## config.mk

```make
export PLATFORM = sky130hd
export DESIGN_NAME = anc_op47_teletext_extractor_unit
export DESIGN_NICKNAME = d
export VERILOG_FILES = /design/src/rtl/core/op47tt_pkg.sv /design/src/rtl/core/op47tt_parse.sv /design/src/rtl/core/op47tt_out_reg.sv /design/src/rtl/core/anc_op47_teletext_extractor_unit.sv
export SDC_FILE = /design/constraint.sdc
export NUM_CORES = 1
export LEC_CHECK = 0
export BUFFER_PORTS_ARGS = -buffer_cell sky130_fd_sc_hd__buf_4
export CAP_MARGIN = 20
export CELL_PAD_IN_SITES_DETAIL_PLACEMENT = 1
export CELL_PAD_IN_SITES_GLOBAL_PLACEMENT = 2
export CORE_MARGIN = 2
export CORE_UTILIZATION = 28
export DETAILED_ROUTE_END_ITERATION = 10
export GPL_TIMING_DRIVEN = 0
export PLACE_DENSITY_LB_ADDON = 0.1
export RECOVER_POWER = 25
export SETUP_SLACK_MARGIN = 0.02
export SYNTH_ARGS = -nofsm -noshare
export SYNTH_HDL_FRONTEND = slang
export SYNTH_SLANG_ARGS = --single-unit
```

## constraint.sdc

```tcl
create_clock -name clk -period 5.7 [get_ports clk]
set_input_delay 0 -clock clk [delete_from_list [all_inputs] [get_ports clk]]
set_output_delay 0 -clock clk [all_outputs]
set_load 0.02 [all_outputs]
```

## src/rtl/core/op47tt_pkg.sv

```systemverilog
package op47tt_pkg;

  // parse phases
  localparam logic [1:0] PH_COUNT   = 2'd0;
  localparam logic [1:0] PH_HEADER  = 2'd1;
  localparam logic [1:0] PH_PAYLOAD = 2'd2;

  localparam int NUM_SLOTS = 5;

  localparam logic [16:0] HDR_LAST   = 17'd13;
  localparam logic [16:0] DESC_FIRST = 17'd7;
  localparam logic [16:0] DESC_LAST  = 17'd11;
  localparam logic [16:0] DATA_START = 17'd12;
  localparam logic [5:0]  PKT_LAST   = 6'd44;

  localparam logic [7:0] SDP_ID0 = 8'h43;
  localparam logic [7:0] SDP_ID1 = 8'h02;

  // one extracted teletext byte with its tags
  typedef struct packed {
    logic [7:0]  teletext_byte;
    logic [15:0] line_number;
    logic [2:0]  packet_slot;
    logic [5:0]  byte_index;
    logic        last_in_packet;
  } res_t;

endpackage

```

## src/rtl/core/op47tt_parse.sv

```systemverilog
module op47tt_parse (
  input  logic               clk,
  input  logic               rst_n,
  input  logic               step_en,
  input  logic [7:0]         byte_i,
  output logic               emit,
  output op47tt_pkg::res_t   res
);
  import op47tt_pkg::*;

  logic [1:0]  phase_r,  phase_nxt;
  logic [16:0] cnt_r,    cnt_nxt;
  logic [15:0] lines_r,  lines_nxt;
  logic [15:0] line_r,   line_nxt;
  logic [16:0] padlen_r, padlen_nxt;
  logic [7:0]  hold_r,   hold_nxt;
  logic [7:0]  desc_r   [NUM_SLOTS];
  logic [7:0]  desc_nxt [NUM_SLOTS];
  logic        sdp_r,    sdp_nxt;
  logic [2:0]  slot_r,   slot_nxt;
  logic [5:0]  poff_r,   poff_nxt;

  logic [16:0] cnt_inc;
  logic [16:0] cnt_sum;
  logic [15:0] lines_dec;
  logic [4:0]  nz;

  // first nonzero slot numbered above the given one, 0 if none
  function automatic logic [2:0] next_slot(input logic [2:0] after, input logic [4:0] mask);
    logic [2:0] found;
    found = 3'd0;
    for (int s = NUM_SLOTS - 1; s >= 0; s--) begin
      if (mask[s] && (3'(s + 1) > after)) begin
        found = 3'(s + 1);
      end
    end
    return found;
  endfunction

  assign cnt_inc   = cnt_r + 17'd1;
  assign lines_dec = lines_r - 16'd1;

  always_comb begin
    phase_nxt  = phase_r;
    cnt_nxt    = cnt_r;
    lines_nxt  = lines_r;
    line_nxt   = line_r;
    padlen_nxt = padlen_r;
    hold_nxt   = hold_r;
    sdp_nxt    = sdp_r;
    slot_nxt   = slot_r;
    poff_nxt   = poff_r;
    for (int i = 0; i < NUM_SLOTS; i++) begin
      desc_nxt[i] = desc_r[i];
    end
    emit = 1'b0;
    res.teletext_byte  = byte_i;
    res.line_number    = line_r;
    res.packet_slot    = slot_r;
    res.byte_index     = poff_r;
    res.last_in_packet = (poff_r == PKT_LAST);
    cnt_sum = {1'b0, hold_r, byte_i} + 17'd3;

    for (int i = 0; i < NUM_SLOTS; i++) begin
      nz[i] = (desc_nxt[i] != 8'd0);
    end

    case (phase_r)
      PH_COUNT: begin
        if (cnt_r == 17'd0) begin
          hold_nxt = byte_i;
          cnt_nxt  = 17'd1;
        end else begin
          lines_nxt = {hold_r, byte_i};
          cnt_nxt   = 17'd0;
          phase_nxt = ({hold_r, byte_i} != 16'd0) ? PH_HEADER : PH_COUNT;
        end
      end
      PH_HEADER: begin
        if (cnt_r == 17'd0 || cnt_r == 17'd4) begin
          hold_nxt = byte_i;
        end else if (cnt_r == 17'd1) begin
          line_nxt = {hold_r, byte_i};
        end else if (cnt_r == 17'd5) begin
          padlen_nxt = {cnt_sum[16:2], 2'b00};
        end
        if (cnt_r >= HDR_LAST) begin
          cnt_nxt  = 17'd0;
          sdp_nxt  = 1'b0;
          slot_nxt = 3'd0;
          poff_nxt = 6'd0;
          for (int i = 0; i < NUM_SLOTS; i++) begin
            desc_nxt[i] = 8'd0;
          end
          if (padlen_r == 17'd0) begin
            lines_nxt = lines_dec;
            phase_nxt = (lines_dec != 16'd0) ? PH_HEADER : PH_COUNT;
          end else begin
            phase_nxt = PH_PAYLOAD;
          end
        end else begin
          cnt_nxt = cnt_inc;
        end
      end
      PH_PAYLOAD: begin
        if (cnt_r == 17'd0) begin
          hold_nxt = byte_i;
        end else if (cnt_r == 17'd1) begin
          sdp_nxt = (hold_r == SDP_ID0) && (byte_i == SDP_ID1);
        end else if (cnt_r >= DESC_FIRST && cnt_r <= DESC_LAST) begin
          for (int i = 0; i < NUM_SLOTS; i++) begin
            if (cnt_r == DESC_FIRST + 17'(i)) begin
              desc_nxt[i] = byte_i;
            end
          end
          if (cnt_r == DESC_LAST) begin
            // the last slot's descriptor arrives with this byte
            slot_nxt = next_slot(3'd0, {(byte_i != 8'd0), nz[3:0]});
            poff_nxt = 6'd0;
          end
        end else if (cnt_r >= DATA_START && sdp_r && slot_r != 3'd0) begin
          emit = 1'b1;
          if (poff_r == PKT_LAST) begin
            slot_nxt = next_slot(slot_r, nz);
            poff_nxt = 6'd0;
          end else begin
            poff_nxt = poff_r + 6'd1;
          end
        end
        cnt_nxt = cnt_inc;
        // line ends at the padded payload end
        if (cnt_inc >= padlen_r) begin
          cnt_nxt   = 17'd0;
          lines_nxt = lines_dec;
          phase_nxt = (lines_dec != 16'd0) ? PH_HEADER : PH_COUNT;
          slot_nxt  = 3'd0;
          poff_nxt  = 6'd0;
        end
      end
      default: begin
        phase_nxt = PH_COUNT;
        cnt_nxt   = 17'd0;
      end
    endcase
  end

  always_ff @(posedge clk) begin
    if (!rst_n) begin
      phase_r  <= PH_COUNT;
      cnt_r    <= 17'd0;
      lines_r  <= 16'd0;
      line_r   <= 16'd0;
      padlen_r <= 17'd0;
      hold_r   <= 8'd0;
      sdp_r    <= 1'b0;
      slot_r   <= 3'd0;
      poff_r   <= 6'd0;
      for (int i = 0; i < NUM_SLOTS; i++) begin
        desc_r[i] <= 8'd0;
      end
    end else if (step_en) begin
      phase_r  <= phase_nxt;
      cnt_r    <= cnt_nxt;
      lines_r  <= lines_nxt;
      line_r   <= line_nxt;
      padlen_r <= padlen_nxt;
      hold_r   <= hold_nxt;
      sdp_r    <= sdp_nxt;
      slot_r   <= slot_nxt;
      poff_r   <= poff_nxt;
      for (int i = 0; i < NUM_SLOTS; i++) begin
        desc_r[i] <= desc_nxt[i];
      end
    end
  end

endmodule

```

## src/rtl/core/op47tt_out_reg.sv

```systemverilog
module op47tt_out_reg (
  input  logic               clk,
  input  logic               rst_n,
  input  logic               load,
  input  op47tt_pkg::res_t   res_i,
  output logic               space,
  output logic               out_valid,
  input  logic               out_ready,
  output op47tt_pkg::res_t   res_o
);
  import op47tt_pkg::*;

  logic valid_r, valid_nxt;
  res_t data_r;

  // free now, or emptied by the transfer at this edge
  assign space = !valid_r || out_ready;

  always_comb begin
    if (load) begin
      valid_nxt = 1'b1;
    end else if (out_ready) begin
      valid_nxt = 1'b0;
    end else begin
      valid_nxt = valid_r;
    end
  end

  always_ff @(posedge clk) begin
    if (!rst_n) begin
      valid_r <= 1'b0;
    end else begin
      valid_r <= valid_nxt;
    end
  end

  always_ff @(posedge clk) begin
    if (load) begin
      data_r <= res_i;
    end
  end

  assign out_valid = valid_r;
  assign res_o     = data_r;

endmodule

```

## src/rtl/core/anc_op47_teletext_extractor_unit.sv

```systemverilog
// channel | direction | handshake           | payload
// --------+-----------+---------------------+---------------------------------------------
// in_     | input     | in_valid / in_ready | in_byte
// out_    | output    | out_valid/out_ready | out_teletext_byte, out_line_number,
//         |           |                     | out_packet_slot, out_byte_index,
//         |           |                     | out_last_in_packet
//
// one byte per cycle sustained while the result register has space; a byte's result passes the input
// register, then the parse step into the result register
// the parse state update is the loop that sets this rate
// synchronous active-low reset clears the parse state and both valid flags
// a stalled result register holds the parse step; the input register still takes one
// byte, so in_ready drops only when both stages are full and out_ready is low
module anc_op47_teletext_extractor_unit (
  input  logic        clk,
  input  logic        rst_n,
  input  logic        in_valid,
  output logic        in_ready,
  input  logic [7:0]  in_byte,
  output logic        out_valid,
  input  logic        out_ready,
  output logic [7:0]  out_teletext_byte,
  output logic [15:0] out_line_number,
  output logic [2:0]  out_packet_slot,
  output logic [5:0]  out_byte_index,
  output logic        out_last_in_packet
);
  import op47tt_pkg::*;

  // input register
  logic       in_valid_r;
  logic [7:0] in_byte_r;

  logic space;
  logic step_en;
  logic emit;
  res_t res_step;
  res_t res_out;

  // parse advances whenever a byte waits and the result register can take one
  assign step_en  = in_valid_r && space;
  assign in_ready = !in_valid_r || space;

  always_ff @(posedge clk) begin
    if (!rst_n) begin
      in_valid_r <= 1'b0;
    end else if (in_ready) begin
      in_valid_r <= in_valid;
    end
  end

  always_ff @(posedge clk) begin
    if (in_ready && in_valid) begin
      in_byte_r <= in_byte;
    end
  end

  // frame/line/payload parser with the sdp descriptor logic
  op47tt_parse u_parse (
    .clk     (clk),
    .rst_n   (rst_n),
    .step_en (step_en),
    .byte_i  (in_byte_r),
    .emit    (emit),
    .res     (res_step)
  );

  // result register, one teletext byte per transfer
  op47tt_out_reg u_out (
    .clk       (clk),
    .rst_n     (rst_n),
    .load      (step_en && emit),
    .res_i     (res_step),
    .space     (space),
    .out_valid (out_valid),
    .out_ready (out_ready),
    .res_o     (res_out)
  );

  assign out_teletext_byte  = res_out.teletext_byte;
  assign out_line_number    = res_out.line_number;
  assign out_packet_slot    = res_out.packet_slot;
  assign out_byte_index     = res_out.byte_index;
  assign out_last_in_packet = res_out.last_in_packet;

endmodule

```

Word-level counts from Yosys, hierarchy flattened

Memories as Yosys holds them, arrays and structs flattened.
Cells that the tools add are included.

Memory bits (read-only): 0
Memory bits (writable): 40
Bits in latches: 0
Output and inout bits: 36
Input bits: 12
Register bits after elaboration: 128
Memories kept: 1
Logic and storage cells: 184

Bitwise gates (word level): 7
Equal/unequal tests: 26
Divide/modulo/power cells: 0
Mux-type cells: 77
Reduce and logical (&&, ||, !) cells: 42
Add/subtract/negate cells: 4
Order comparisons: 10
$mul: 0
Shifts and indexed selects: 0

Memories:

| name           | depth | width | rd ports | clocked after memory_dff | write ports | line               | source |
|---|---|---|---|---|---|---|---|
| u_parse.desc_r | 5     | 8     | 5        | 0                        | 5           | op47tt_parse.sv:17 | `logic [7:0] desc_r [NUM_SLOTS];` |

Operators by type and width:

| cell                                                                | number |
|---|---|
| two-way mux 40 bit                                                  | 4 |
| two-way mux 8 bit                                                   | 12 |
| one-hot mux 40 bit (2 select lines)                                 | 1 |
| == test 17 x 4 -> 1 bit (second input constant)                     | 4 |
| two-way mux 16 bit                                                  | 4 |
| two-way mux 3 bit                                                   | 18 |
| == test 17 x 3 -> 1 bit (second input constant)                     | 3 |
| one-hot mux 17 bit (3 select lines)                                 | 1 |
| two-way mux 6 bit                                                   | 8 |
| one-hot mux 16 bit (3 select lines)                                 | 1 |
| nonzero test 8 bit                                                  | 6 |
| greater-or-equal comparator 17 x 4 -> 1 bit (second input constant) | 2 |
| logical NOT 17 bit                                                  | 2 |
| two-way mux 17 bit                                                  | 2 |
| nonzero test 16 bit                                                 | 2 |
| adder 16 x 2 -> 17 bit (second input constant)                      | 1 |
| adder 17 x 1 -> 17 bit (second input constant)                      | 1 |
| == test 17 x 1 -> 1 bit (second input constant)                     | 1 |
| greater-or-equal comparator 17 bit                                  | 1 |
| greater-or-equal comparator 17 x 3 -> 1 bit (second input constant) | 1 |
| <= comparator 17 x 4 -> 1 bit (second input constant)               | 1 |
| two-way mux 1 bit                                                   | 17 |
| one-hot mux 8 bit (2 select lines)                                  | 1 |
| subtractor 16 x 1 -> 16 bit (second input constant)                 | 1 |
| 33 further kinds                                                    | 71 |

Depth between registers and ports, before layout

Gate-level depths: netlist of the first run.
An unclocked memory read counts as a cell.

Depth in word-level cells: 15
Depth in mapped cells: 17
Gate-level depth less buffers: 14

Hierarchy

A second synthesis of the first run with hierarchy kept.

Cells, all modules: 807
Area, all modules: 8,042.7 µm²

By module, submodules not included:

| module                           | cells an instance | area each (µm²) | times used | seq. area each (µm²) |
|---|---|---|---|---|
| op47tt_parse                     | 754               | 6,660.1         | 1          | 2,882.8 |
| op47tt_out_reg                   | 38                | 1,069.8         | 1          | 1,041.0 |
| anc_op47_teletext_extractor_unit | 15                | 312.8           | 1          | 260.2 |

Worst setup path before layout of the first run

Ideal clock, no wire load.

Kind: flip-flop to flip-flop
Start point: register u_out.valid_r (netlist: u_out.out_valid)
End point: register u_out.data_r (netlist bit u_out.res_o[0]) (enable)
Arrival time: 3.427 ns
Data required time: 5.230 ns
Clock period less this slack: 3.897 ns
Library setup time: 0.470 ns
Buffers on the path: 1
Path slack: 1.803 ns
Stages on the path, launching flop included: 6
Path through: dfxtp_1 > nor2b_1 > nor2b_1 > clkbuf_1 > nand2_1 > nor3_1

Word-level cells in the longest chain between the ends: 4

Ends and longest elaborated chain:

| what                     | line                                   | source |
|---|---|---|
| start: declaration       | op47tt_out_reg.sv:13                   | `logic valid_r, valid_nxt;` |
| start signal: assignment | op47tt_out_reg.sv:33                   | `valid_r <= valid_nxt;` |
| logical NOT 1 bit        | op47tt_out_reg.sv:17                   | `assign space = !valid_r \|\| out_ready;` |
| logical OR 1 bit         | op47tt_out_reg.sv:17                   |  |
| logical AND 1 bit        | anc_op47_teletext_extractor_unit.sv:41 | `assign step_en = in_valid_r && space;` |
| logical AND 1 bit        | anc_op47_teletext_extractor_unit.sv:72 | `.load (step_en && emit),` |
| net u_out.load           | op47tt_out_reg.sv:4                    | `input logic load,` |
| end signal: assignment   | op47tt_out_reg.sv:39                   | `data_r <= res_i;` |
| end: declaration         | op47tt_out_reg.sv:14                   | `res_t data_r;` |

The timed path passes the listed nets, and every way through them passes these cells.
A chain may end at the register's enable or synchronous reset.

Worst setup path after layout of the first run

Start point: register u_parse.cnt_r[1]
End point: register u_parse.lines_r[1]

Word-level cells in the longest chain between the ends: 4
Elaborated cells on any way between the ends: 8
Classes of those cells: add/sub (1); order compare (2); eq/ne (3); reduce/logical (2)

Ends and longest elaborated chain:

| what                               | line                | source |
|---|---|---|
| start: declaration                 | op47tt_parse.sv:12  | `logic [16:0] cnt_r, cnt_nxt;` |
| start signal: assignment           | op47tt_parse.sv:163 | `cnt_r <= cnt_nxt;` |
| adder 17 x 1 -> 17 bit             | op47tt_parse.sv:40  | `assign cnt_inc = cnt_r + 17'd1;` |
| greater-or-equal comparator 17 bit | op47tt_parse.sv:132 | `if (cnt_inc >= padlen_r) begin` |
| != test 2 x 1 -> 1 bit (no line)   | --                  |  |
| AND reduction 6 bit (no line) *    | --                  |  |
| end signal: assignment             | op47tt_parse.sv:164 | `lines_r <= lines_nxt;` |
| end: declaration                   | op47tt_parse.sv:13  | `logic [15:0] lines_r, lines_nxt;` |

Every way passes the cells marked *; elsewhere a longest branch is shown, timed or not.

==> results of run 1 <==
## how the worst max path moves through the flow
stage	end
finish	u_parse.lines_r[1]
CTS	u_parse.lines_r[1]
global placement	u_out.res_o[20]
floorplan	u_out.res_o[0]
global route	u_parse.lines_r[1]
detailed placement	u_parse.lines_r[3]
## cells by family after synthesis
kind of cell,share of synthesized area [%]
adders and majority gates,4.51
xor gates and xnor gates,3.26
DFF,52.0
and+or+nand+nor,19.4
buffers and inverters,4.52
AOI/OAI and AO/OA,14.7
muxes,1.65
## report_power, final
part | switching (mW) | internal [mW] | total [mW]
clock network | 0.510 | 0.652 | 1.16
logic | 0.129 | 0.0622 | 0.191
registers | 0.0218 | 1.29 | 1.31
## metal layers
layer  wire (um)  global-route usage, %  up-vias
li1            -                      -     3080
met1       11800                   22.0     3204
met2       12200                   29.8       86
met3         705                   2.94       13
met4         288                   4.38        0
met5           0                      0        -
## worst register-to-register path: stages (launching register included)
cell and delay, ns:
dfxtp_1 0.39, ha_1 0.17, clkbuf_1 0.41, nand4_1 0.39, nor2_1 0.33, and3_1 0.27, nand3_1 0.11, xnor2_1 0.18
ha_1 0.32, nand2_1 0.09, nor4_1 0.44, a31oi_1 0.27, and2_1 0.26, nor2_1 0.49, clkbuf_1 0.49, o211ai_1 0.21
a21oi_1 0.17
## per-stage QoR
stage	hold WS [ns]	std cells	util [%]	area [sq um]	power, mW
floorplan	0.0989	816	-	8050	1.44
global placement	0.180	1247	31.2	8880	1.52
detailed placement	0.181	1250	31.3	8920	1.52
CTS	0.267	1294	33.8	9620	2.70
global route	0.307	1294	33.4	9500	2.76
finish	0.305	1294	33.4	9500	2.66
## synth_stat cells (7+ instances only)
cell type  count
o21ai_1        8
dfxtp_1       86
a21oi_2        8
or3_1          9
a21oi_1       66
xnor2_1       19
nand3_1       21
nand4_1       10
nor2b_1        7
nand2_1       95
edfxtp_1      82
ha_1          29
nor4_1        17
nor2_1        70
o211ai_1       7
xor2_1        11
a22o_1        10
nor3_1        16
o31ai_1        8
and2_1        14
o21ai_0       35
inv_1         33
clkbuf_1      30
mux2i_1       11
a31oi_1        8
nand2b_1      12
o21a_1         9
## flip-flops by register name (all words and copies together) (netlist names)
name and count:
u_parse.padlen_r 15, u_parse.poff_r 6, u_parse.lines_r 16, u_out.out_valid 1, u_out.res_o 34, u_parse.cnt_r 17
in_byte_r 8, u_parse.hold_r 8, u_parse.phase_r 2, u_parse.line_r 16, u_parse.sdp_r 1, u_parse.desc_r 40
in_valid_r 1, u_parse.slot_r 3
## area by class of cell
type                       count  share of cell area, %
clock buffer                  20                   4.60
tap                          384                   5.06
timing repair buffer          62                   4.11
buffer                        46                   2.45
inverter                      35                   1.38
clock inverter                12                   1.46
sequential                   168                   44.0
multi-input combinational    567                   36.9
==> flow_summary.ini, run 1 <==
[logic_synthesis]
yosys.area.top_type = edfxtp_1
ys_top_cells_by_area = edfxtp_1 (31%), dfxtp_1 (21%), ha_1 (4.5%)
synth_top_area_share_pct = 30.6
async_flop_share_pct = 0
synth-edff-count = 82
avgSynthCellArea_sq_um = 9.87
synth-seq-cells = 168
synth_cells = 816
syn-cell-area_sq_mm = 0.00805
syn-num-nets = 857
yosysUniqueCellTypes = 69
yosysSeqAreaShare_pct = 52.0
ys.flop_type = dfxtp_1
yosys_warnings = 0

[floorplanning]
die_area_sq_mm = 0.0301
ios = 48
start_util_pct = 28.3
rows = 62
dieWidth_um = 174
die_h_um = 174
coreArea_sq_mm = 0.0285

[drt]
wl_per_cell_um = 19.3
vias_per_cell = 4.93
wirelength_mm = 25.0
first_pass_iters = 4
vias = 6383
drtIter0Drc = 312
drc = 0
ant_nets = 0

[placement]
place_hpwl_mm = 18.4
place_worst_setup_slack_ns = 0.562
gp_routability_congestion = 0.793
numPortBuffers = 47

[status]
outcome = completed

[setup_path]
r2r-start = u_parse.cnt_r[1]
cp_cell_sequence = ha_1 > clkbuf_1 > nand4_1 > nor2_1 > and3_1 > nand3_1 > xnor2_1 > ha_1 > nand2_1 > nor4_1 > a31oi_1 > and2_1 > nor2_1 > clkbuf_1 > o211ai_1 > a21oi_1
crit_fanout = 10
cp.arrival_ns = 5.41
startpoint_type = flip-flop
rrSetupSlack_ns = 0.65
critPathRequiredTime_ns = 6.07
worstSetupPathDepth = 16
timing.critical_path.from = u_parse.cnt_r[1]
cpPeakStageDelay_ns = 0.49
path_delay_family = simple AND/OR/NAND/NOR gates
reg2reg_to = u_parse.lines_r[1]
cp_slowest_cell = nor2_1
rr_worst_depth = 16
critPathCaptureType = flip-flop
path_class = reg2reg
cp_num_buf_inv = 2

[clock_tree]
clkSinkCount = 168
cts_tree = built
post_cts_resized = 0
cts-root-buf = clkbuf_16
cts_setup_buffers = 0
path_clk_slew_ns = 0.07
clk_path_buf_depth = 2
clkLatencyLatePin_ns = 0.44
cts_buffers = 17
cts_max_level = 4
hold_buffers = 12

[sta]
setup_ws_ns = 0.652
slew_headroom_pct = 40.5
hold_violations = 0
slew_violations = 0
clock_skew_ns = 0.0155
period_needed_ns = 5.05
setup_violations = 0
max_freq_mhz = 198
worstMarginPinSlew_ns = 0.893
finalSetupTns_ns = 0
rsz0062_at_grt = false
post-route-period-util_pct = 88.6

[cells_and_area]
drive_gt1_share_pct = 10.4
finalNetCount = 938
ff_latch_area_sq_mm = 0.00418
final_common_cell = nand2_1
multiInputGateArea_sq_mm = 0.00351
mostFrequentLayoutCells = nand2_1 (95), dfxtp_1 (86), edfxtp_1 (82)
syn2layout_area_growth_pct = 18.0
antenna_cells = 0
fillers = 3281

[grt]
antenna_found_initial = 0
grt_pass1_vias = 6794
grt_first_pass_wirelength_mm = 39.5
grt_start_max_net_pins = 17
grt_use_total_pct = 17.1
grt_overflow = 0

[power_and_ir_drop]
power_density_mw_per_mm2 = 280
ir_drop_v = 0.000198
p_leak_nw = 3.18

[worst_hold_path]
min_path_type = in2reg
holdPathStages = 2
hold_start = in_byte[7]
hold_end = in_byte_r[7]

[flow_run]
maxCapViolCount = 0
Note: power is estimated with default switching activity, not from simulation.
==> inputs of run 2 (changes only) <==
--- a/config.mk
+++ b/config.mk
@@ -18,4 +18,5 @@
 export SETUP_SLACK_MARGIN = 0.02
 export SYNTH_ARGS = -nofsm -noshare
 export SYNTH_HDL_FRONTEND = slang
+export SYNTH_HIERARCHICAL = 1
 export SYNTH_SLANG_ARGS = --single-unit
==> constraint.sdc (replaced) <==
create_clock -name clk -period 4.3 [get_ports clk]
set_input_delay 0 -clock clk [delete_from_list [all_inputs] [get_ports clk]]
set_output_delay 0 -clock clk [all_outputs]
set_load 0.02 [all_outputs]
==> flow_summary.ini, run 2 <==
[logic_synthesis]
synth_cells = 807
syn-cell-area_sq_mm = 0.00804
syn-num-nets = 847
synth-seq-cells = 168
yosysSeqAreaShare_pct = 52.0
ys_top_cells_by_area = edfxtp_1 (31%), dfxtp_1 (21%), ha_1 (4.4%)
yosysUniqueCellTypes = 71
synth.top_cells.by_count = dfxtp_1 (86), nand2_1 (83), edfxtp_1 (82)
yosys_warnings = 6
synth_top_area_share_pct = 30.6
synth-edff-count = 82
async_flop_share_pct = 0
avgSynthCellArea_sq_um = 9.97
synth.most_common_cell = dfxtp_1
yosys.area.top_type = edfxtp_1
ys.flop_type = dfxtp_1

[setup_path]
cp_cell_sequence = ha_4 > and3_1 > and3_1 > nand2_1 > or4_1 > xnor2_1 > ha_1 > and4_1 > o21ai_1 > a21oi_2 > buf_4 > o21ai_4 > buf_2 > o211ai_1 > a21oi_1
cpPeakStageDelay_ns = 0.55
timing.critical_path.from = u_parse/cnt_r[1]
crit_fanout = 10
startpoint_type = flip-flop
cp.arrival_ns = 4.34
cp_slowest_cell = or4_1
path_class = reg2reg
critPathRequiredTime_ns = 4.66
critPathCaptureType = flip-flop
rr_worst_depth = 15
cp_common_cell = and3_1
r2r-start = u_parse/cnt_r[1]

[cells_and_area]
syn2layout_area_growth_pct = 19.2
drive_gt1_share_pct = 12.0
final_cells = 1290
final_core_util_pct = 33.7
largest_reg_flops = 40
finalNetCount = 933
antenna_cells = 0
final_common_cell = dfxtp_1
regMostFlops = u_parse/desc_r
mostFrequentLayoutCells = dfxtp_1 (84), nand2_1 (83), edfxtp_1 (82)
fillers = 3261

[floorplanning]
dieWidth_um = 173
die_h_um = 173
start_util_pct = 28.2
die_area_sq_mm = 0.0301
rows = 62
ios = 48
coreArea_sq_mm = 0.0285

[placement]
place_hpwl_mm = 18.3
numPortBuffers = 47
gp_routability_congestion = 0.796
dp.cells = 1241

[sta]
max_freq_mhz = 252
post-route-period-util_pct = 92.4
hold_violations = 0
period_needed_ns = 3.98
rsz0062_at_grt = false
clock_skew_ns = 0.0171
slew_violations = 0
slew_headroom_pct = 32.3
setup_violations = 0
worstMarginPinSlew_ns = 1.01

[clock_tree]
clk_path_buf_depth = 2
cts_buffers = 17
clkLatencyLatePin_ns = 0.44
clkSinkCount = 168
cts_tree = built
cts-root-buf = clkbuf_16
path_clk_slew_ns = 0.08
cts_max_level = 4

[drt]
drtIter0Drc = 334
wirelength_mm = 25.1
first_pass_iters = 4
wl_per_cell_um = 19.5
drc = 0
ant_nets = 0
vias = 6429
vias_per_cell = 4.98

[power_and_ir_drop]
p_leak_nw = 3.38
power_density_mw_per_mm2 = 367
ir_drop_v = 0.000268

[grt]
grt_first_pass_wirelength_mm = 39.2
grt_use_total_pct = 16.9
antenna_found_initial = 0
grt_overflow = 0
grt_start_max_net_pins = 36
grt_pass1_vias = 6753

[worst_hold_path]
min_path_type = in2reg
holdPathStages = 4
hold_start = rst_n

[status]
outcome = completed

[flow_run]
maxCapViolCount = 0
[run 2: per-stage QoR]
stage	setup TNS (ns)	area, sq um	hold slack, ns	setup slack, ns	total power, mW
2_1_floorplan	0	8040	0.0989	0.608	1.91
3_3_place_gp	-9.11	8880	0.180	-0.421	2.00
3_5_place_dp	-10.70	8890	0.180	-0.490	2.01
4_1_cts	0	9660	0.131	0.0716	3.56
5_1_grt	0	9590	0.173	0.0543	3.65
6_report	0	9590	0.132	0.325	3.51
[run 2: area by class of cell]
type / instances / area [sq um] / share of cell area (%)
inverters: 36 / 135 / 1.41
clock buffers: 17 / 425 / 4.44
multi-input cells: 552 / 3540 / 36.9
plain buffers: 50 / 245 / 2.56
repair buffers: 68 / 408 / 4.25
flip-flops and latches: 168 / 4190 / 43.7
well taps: 384 / 480 / 5.01
clock inverters: 15 / 171 / 1.79
[run 2: final timing paths]
kind                                           end  slack [ns]
worst max-delay path              u_parse/cnt_r[7]        0.32
worst min-delay path            u_parse/phase_r[0]        0.13
worst max register to register    u_parse/cnt_r[7]        0.32
worst min register to register      u_out/res_o[9]        0.43
[run 2: power by group]
group | total, mW | switching (mW) | internal [mW]
Clock | 1.53 | 0.751 | 0.783
Sequential | 1.73 | 0.0284 | 1.70
Combinational | 0.253 | 0.162 | 0.0912
[run 2: kinds of logic (layout without fill, tap and decap cells)]
logic type	Yosys count	count (layout)	synth area share, %
AO/OA/AOI/OAI	171	171	13.9
XOR/XNOR	33	33	3.59
adder cells (fa/ha/maj)	28	28	4.36
buffers and inverters	87	186	4.73
flip-flops	168	168	52.0
multiplexers	13	13	1.63
AND/OR/NAND/NOR	307	307	19.7
[run 2: timing repair]
item / CTS / global route
pin swaps: 1 / 0
hold buffers: 12 / 0
gates resized for setup: 8 / 10
gates cloned: 0 / 0
endpoints found under the setup margin: 36 / 35
endpoints found under the hold margin: 10 / 0
setup buffers: 4 / 0
[run 2: critical path: cells and delay by family (launching register included)]
kind                     cells  cell delay, ns
XOR/XNOR                     1            0.23
AND/OR/NAND/NOR              5            1.39
flip-flops                   1            0.46
adder cells (fa/ha/maj)      2            0.51
buffers and inverters        2            0.50
AO/OA/AOI/OAI                5            0.83
[run 2: per-layer routing]
layer  wire, um  track usage (%)  vias up
li1           -                -     3096
met1      11800             22.1     3235
met2      12300             29.0       80
met3        720             2.79       18
met4        357             4.66        0
met5          0                0        -
